==> src/sv/lbp_code_histogram_defines.svh <==
// Assertion macros for the LBP code histogram block.
// Used by the top level; the macros expect clk_i and rst_ni in scope.
`ifndef LBP_CODE_HISTOGRAM_DEFINES_SVH
`define LBP_CODE_HISTOGRAM_DEFINES_SVH

// Same-cycle implication, checked on every rising edge outside reset
`define LBP_ASSERT_IMP(lbl, ante, cons, msg) \
  lbl: assert property (@(posedge clk_i) disable iff (!rst_ni) (ante) |-> (cons)) \
    else $error(msg);

// Next-cycle implication, checked on every rising edge outside reset
`define LBP_ASSERT_NEXT(lbl, ante, cons, msg) \
  lbl: assert property (@(posedge clk_i) disable iff (!rst_ni) (ante) |=> (cons)) \
    else $error(msg);

`endif

==> src/sv/lbp_pkg.sv <==
// Shared types, codes and constants of the LBP code histogram block.
// No dependencies; used by the interface and module files of the block.
`timescale 1ns / 1ps

package lbp_pkg;

  // Field widths of the channels and the configuration port
  localparam int CMD_W       = 2;
  localparam int PIX_W       = 8;
  localparam int BIN_W       = 8;
  localparam int OUT_COUNT_W = 20;
  localparam int CFG_IDX_W   = 1;
  localparam int CFG_DATA_W  = 11;

  // Histogram size and queue depth (power of two)
  localparam int NBINS   = 256;
  localparam int Q_DEPTH = 4;

  // Dimension limits and reset values
  localparam int MIN_DIM    = 3;
  localparam int RST_WIDTH  = 640;
  localparam int RST_HEIGHT = 480;

  // First row / column index at which a window is complete
  localparam int WIN_EDGE = 2;

  // Configuration register indexes
  localparam logic [CFG_IDX_W-1:0] REG_IMAGE_WIDTH  = 1'b0;
  localparam logic [CFG_IDX_W-1:0] REG_IMAGE_HEIGHT = 1'b1;

  // Input commands
  typedef enum logic [CMD_W-1:0] {
    CMD_PIXEL    = 2'd0,
    CMD_READ_BIN = 2'd1,
    CMD_CLEAR    = 2'd2
  } cmd_e;

  // Operations handed from the front to the histogram side
  typedef enum logic [1:0] {
    OP_PIXEL = 2'd0,
    OP_READ  = 2'd1,
    OP_CLEAR = 2'd2,
    OP_NONE  = 2'd3
  } op_e;

  // One queued operation: addr is the code for pixels, the bin for reads
  typedef struct packed {
    op_e              op;
    logic             code_valid;
    logic             frame_done;
    logic [BIN_W-1:0] addr;
  } task_t;

  // Queue status seen by the front
  typedef struct packed {
    logic full;
    logic empty;
  } q_stat_t;

  // Form the 8-neighbour code: bit set when the neighbour is at least the centre
  function automatic logic [BIN_W-1:0] form_code(
    input logic [PIX_W-1:0] tl, input logic [PIX_W-1:0] t,  input logic [PIX_W-1:0] tr,
    input logic [PIX_W-1:0] l,  input logic [PIX_W-1:0] c,  input logic [PIX_W-1:0] r,
    input logic [PIX_W-1:0] bl, input logic [PIX_W-1:0] b,  input logic [PIX_W-1:0] br
  );
    logic [BIN_W-1:0] code;
    code[0] = (tl >= c);
    code[1] = (t  >= c);
    code[2] = (tr >= c);
    code[3] = (r  >= c);
    code[4] = (br >= c);
    code[5] = (b  >= c);
    code[6] = (bl >= c);
    code[7] = (l  >= c);
    return code;
  endfunction

endpackage

==> src/sv/lbp_queue.sv <==
// Short operation queue between the front and the histogram side.
// Depends on lbp_pkg for the operation type and depth.
`timescale 1ns / 1ps

module lbp_queue (
  input  logic             clk_i,
  input  logic             rst_ni,
  input  logic             push_valid_i,
  input  lbp_pkg::task_t   push_data_i,
  output lbp_pkg::q_stat_t stat_o,
  output logic             pop_valid_o,
  output lbp_pkg::task_t   pop_data_o,
  input  logic             pop_ready_i
);

  localparam int PTR_W = $clog2(lbp_pkg::Q_DEPTH);

  lbp_pkg::task_t   entry_q [lbp_pkg::Q_DEPTH];
  logic [PTR_W-1:0] wr_ptr_q;
  logic [PTR_W-1:0] rd_ptr_q;
  logic [PTR_W:0]   count_q;
  logic             push;
  logic             pop;

  // Full comes from the registered count alone, so the front never sees the far side's ready
  assign stat_o.full  = (count_q == (PTR_W+1)'(lbp_pkg::Q_DEPTH));
  assign stat_o.empty = (count_q == '0);
  assign push         = push_valid_i && !stat_o.full;
  assign pop          = pop_valid_o && pop_ready_i;
  assign pop_valid_o  = !stat_o.empty;
  assign pop_data_o   = entry_q[rd_ptr_q];

  always_ff @(posedge clk_i or negedge rst_ni) begin
    if (!rst_ni) begin
      wr_ptr_q <= '0;
      rd_ptr_q <= '0;
      count_q  <= '0;
    end else begin
      if (push) begin
        wr_ptr_q <= wr_ptr_q + PTR_W'(1);
      end
      if (pop) begin
        rd_ptr_q <= rd_ptr_q + PTR_W'(1);
      end
      if (push && !pop) begin
        count_q <= count_q + (PTR_W+1)'(1);
      end else if (pop && !push) begin
        count_q <= count_q - (PTR_W+1)'(1);
      end
    end
  end

  // Store pushed operations
  always_ff @(posedge clk_i) begin
    if (push) begin
      entry_q[wr_ptr_q] <= push_data_i;
    end
  end

endmodule

==> config.mk <==
export PLATFORM = sky130hd
export DESIGN_NAME = lbp_queue
export DESIGN_NICKNAME = d
export VERILOG_FILES = /design/src/sv/lbp_code_histogram_defines.svh /design/src/sv/lbp_pkg.sv /design/src/sv/lbp_queue.sv
export SDC_FILE = /design/constraint.sdc
export NUM_CORES = 1
export LEC_CHECK = 0
export BUFFER_PORTS_ARGS = -buffer_cell sky130_fd_sc_hd__buf_4
export CORE_UTILIZATION = 50
export DETAILED_ROUTE_END_ITERATION = 10
export GPL_TIMING_DRIVEN = 0
export PLACE_DENSITY = 0.74
export SYNTH_ARGS = -nofsm -noshare
export SYNTH_HDL_FRONTEND = slang
export SYNTH_SLANG_ARGS = --single-unit
export TNS_END_PERCENT = 10
==> constraint.sdc <==
create_clock -name clk_i -period 1.9 [get_ports clk_i]
set_clock_uncertainty 0.1 [all_clocks]
set_input_delay 0.19 -clock clk_i [delete_from_list [all_inputs] [get_ports clk_i]]
set_output_delay 0.19 -clock clk_i [all_outputs]
set_load 0.02 [all_outputs]
==> insert_results.sql <==
INSERT INTO impl_metrics (metric_group, metric, value, unit) VALUES
('yosys', 'syn-cell-area', '0.00218', 'mm^2'),
('grt', 'grt_first_pass_wirelength', '5.73', 'mm'),
('timing', 'hold_viol', '0', ''),
('timing', 'setup_slack', '-0.130', 'ns'),
('setup_path', 'r2r_end', 'count_q[1]', ''),
('yosys', 'syn_inst', '99', ''),
('run_status', 'outcome', 'finished, violations left', ''),
('run', 'maxCapViolCount', '0', ''),
('timing', 'period_needed', '2.03', 'ns'),
('floorplanning', 'die_height', '68.1', 'um'),
('route', 'post_drt_via_cell_ratio', '5.17', ''),
('yosys', 'seq_area_frac_synth', '74.0', '%'),
('timing', 'slew_violations', '0', ''),
('place', 'finalWeightedCongestion', '0.694', ''),
('finish', 'drive_above_1_share', '49.1', '%'),
('power', 'max-vdd-ir-drop', '0.753', 'mV'),
('power', 'totalPowerFinal', '4570', 'uW'),
('clocking', 'clk_root_buffer_cell', 'clkbuf_8', ''),
('route', 'drt_wl_total', '3.70', 'mm'),
('setup_path', 'cpPeakStageDelay', '0.44', 'ns'),
('power', 'pwr_density_cell', '1590', 'mW/mm^2'),
('yosys', 'postSynthAreaPerCell', '22.1', 'um^2'),
('clocking', 'clk_transition_reported_paths', '0.10', 'ns'),
('setup_path', 'path_depth', '7', ''),
('route', 'drt_drc_violations_left', '0', ''),
('clocking', 'htree_levels', '2', ''),
('clocking', 'clock_sink_count', '55', ''),
('floorplanning', 'design.portCount', '31', ''),
('grt', 'gr_ovfl_total', '0', ''),
('timing', 'finalSetupViolCount', '4', ''),
('yosys', 'netlist_top_cells_count', 'edfxtp_1 (48), mux4_2 (12), dfrtp_1 (7)', ''),
('timing', 'worst_slew_pin_slew', '0.356', 'ns'),
('run_status', 'violations', 'setup timing', ''),
('grt', 'antenna_found_initial', '0', ''),
('setup_path', 'endpoint_kind', 'flop', ''),
('yosys', 'synth_largest_area_cell', 'edfxtp_1', ''),
('setup_path', 'critical_path_buf_inv_count', '2', ''),
('setup_path', 'reg_to_reg_start', 'count_q[1]', ''),
('clocking', 'clock_latency', '0.30', 'ns'),
('clocking', 'cts_tree', 'done', ''),
('clocking', 'number_of_buffers_created_by_cts', '5', ''),
('setup_path', 'crit_end', 'count_q[1]', ''),
('worst_hold_path', 'depth_of_the_worst_hold_timing_path', '3', ''),
('setup_path', 'worst_ep_required_time', '1.99', 'ns'),
('timing', 'worst_hold_slack', '0.0986', 'ns'),
('floorplanning', 'std_cell_rows', '23', ''),
('finish', 'antenna_diodes', '0', ''),
('yosys', 'yosys-top-cells-area', 'edfxtp_1 (66%), mux4_2 (12%), dfrtp_1 (8.0%), ha_1 (2.9%), xnor2_1 (1.6%)', ''),
('route', 'dr.first_iter.drc_count', '93', ''),
('setup_path', 'reg2regPathDepth', '7', ''),
('timing', 'achievable-frequency', '493', 'MHz'),
('floorplanning', 'core_area', '0.00409', 'mm^2'),
('yosys', 'synth_edf_count', '48', ''),
('setup_path', 'rrSetupSlack', '-0.13', 'ns'),
('yosys', 'post-synth-top-count-cell', 'edfxtp_1', ''),
('grt', 'via_count_of_the_first_global_routing_pass', '1188', ''),
('power', 'net-switching-power', '1390', 'uW'),
('yosys', 'syn_nets', '121', ''),
('finish', 'layout.nets', '180', ''),
('finish', 'fillers', '255', ''),
('setup_path', 'startpoint_kind_of_the_worst_setup_timing_path', 'flop', ''),
('place', 'post-place-cells', '179', ''),
('power', 'power_frac_clock', '19.3', '%'),
('yosys', 'yosysUniqueCellTypes', '19', ''),
('yosys', 'synthArstFlopShare', '12.7', '%'),
('place', 'dp.final_hpwl', '2.25', 'mm'),
('timing', 'fin_crit_sh', '107', '%'),
('place', 'dp_slack', '-0.207', 'ns'),
('setup_path', 'crit_start', 'count_q[1]', ''),
('setup_path', 'crit_arrival', '2.12', 'ns'),
('timing', 'rsz_0062_raised_after_global_routing', 'yes', '');
-- per-layer routing --
layer  vias to the layer above  global-route usage [%]  routed length, um
met1                       553                    22.8               1610
met2                        21                    30.8               1930
met4                         0                    8.59                 48
li1                        501                       -                  -
met5                         -                       0                  0
met3                         5                    4.00                103
-- timing repair --
action | 4_1_cts | 5_1_grt
hold buffers | 13 | 0
gates resized for setup | 14 | 2
endpoints found under the hold margin | 55 | 0
pin swaps | 5 | 6
buffers inserted | 7 | 3
endpoints found under the setup margin | 10 | 11
-- kinds of logic (layout without fill, tap and decap cells) --
group | count (synthesis) | in the layout | share of synthesized area [%]
DFF | 55 | 55 | 74.0
muxes | 14 | 14 | 13.6
and+or+nand+nor | 10 | 10 | 3.72
buffers and inverters | 8 | 68 | 2.46
adders and majority gates | 6 | 6 | 3.78
xor gates and xnor gates | 6 | 6 | 2.41
-- worst min-delay path by stage --
stage | start | to | slack [ns]
after floorplan | rst_ni | count_q[0] | -0.21
after global placement | rst_ni | count_q[2] | -0.09
after detailed placement | rst_ni | rd_ptr_q[0] | -0.09
after CTS | pop_ready_i | rd_ptr_q[0] | 0.07
after global routing | pop_ready_i | rd_ptr_q[1] | 0.11
final | pop_ready_i | rd_ptr_q[1] | 0.1
-- power by group through the flow --
stage / clock (uW) / combinational [uW] / sequential (uW)
5_1_grt: 951 / 2100 / 1760
3_3_place_gp: 0 / 1600 / 1770
3_5_place_dp: 0 / 1630 / 1790
6_report: 884 / 1950 / 1730
4_1_cts: 897 / 1900 / 1740
2_1_floorplan: 0 / 1130 / 1750
-- layout make-up --
class | instances | area share [%]
plain buffers | 3 | 1.35
clock buffers | 5 | 2.39
multi-input cells | 36 | 18.9
well taps | 50 | 2.17
flip-flops and latches | 55 | 56.3
inverters | 4 | 0.522
clock inverters | 3 | 2.35
repair buffers | 53 | 16.0
-- sequential cells by signal, indices dropped and copies added (netlist names) --
signal	count
entry_q	48
count_q	3
rd_ptr_q	2
wr_ptr_q	2
-- worst register-to-register path, delay by kind of cell, from the launching register on --
| family | cells | cell delay (ns) |
|---|---|---|
| simple gates | 2 | 0.33 |
| mux | 1 | 0.27 |
| buf+inv | 2 | 0.20 |
| fa+ha+maj | 2 | 0.59 |
| flops | 1 | 0.44 |
-- placed cells by master, fill, tap and decap left out, types with 4 or more instances in the layout --
cell | synthesis | final
edfxtp_1 | 48 | 48
buf_6 | 3 | 9
ha_1 | 5 | 4
clkbuf_8 | 0 | 5
xnor2_1 | 4 | 4
and2_2 | 4 | 4
mux4_2 | 12 | 12
dlygate4sd3_1 | 0 | 13
dfrtp_1 | 7 | 5
buf_4 | 0 | 32
-- stage by stage --
step	TNS, ns	utilization [%]	area [um^2]
2_1_floorplan	-0.310	-	2200
3_5_place_dp	-0.319	61.0	2490
5_1_grt	-0.908	70.4	2880
4_1_cts	-0.381	69.7	2850
3_3_place_gp	-0.299	61.0	2490
6_report	-0.281	70.4	2880
Note: power is estimated with default switching activity, not from simulation.
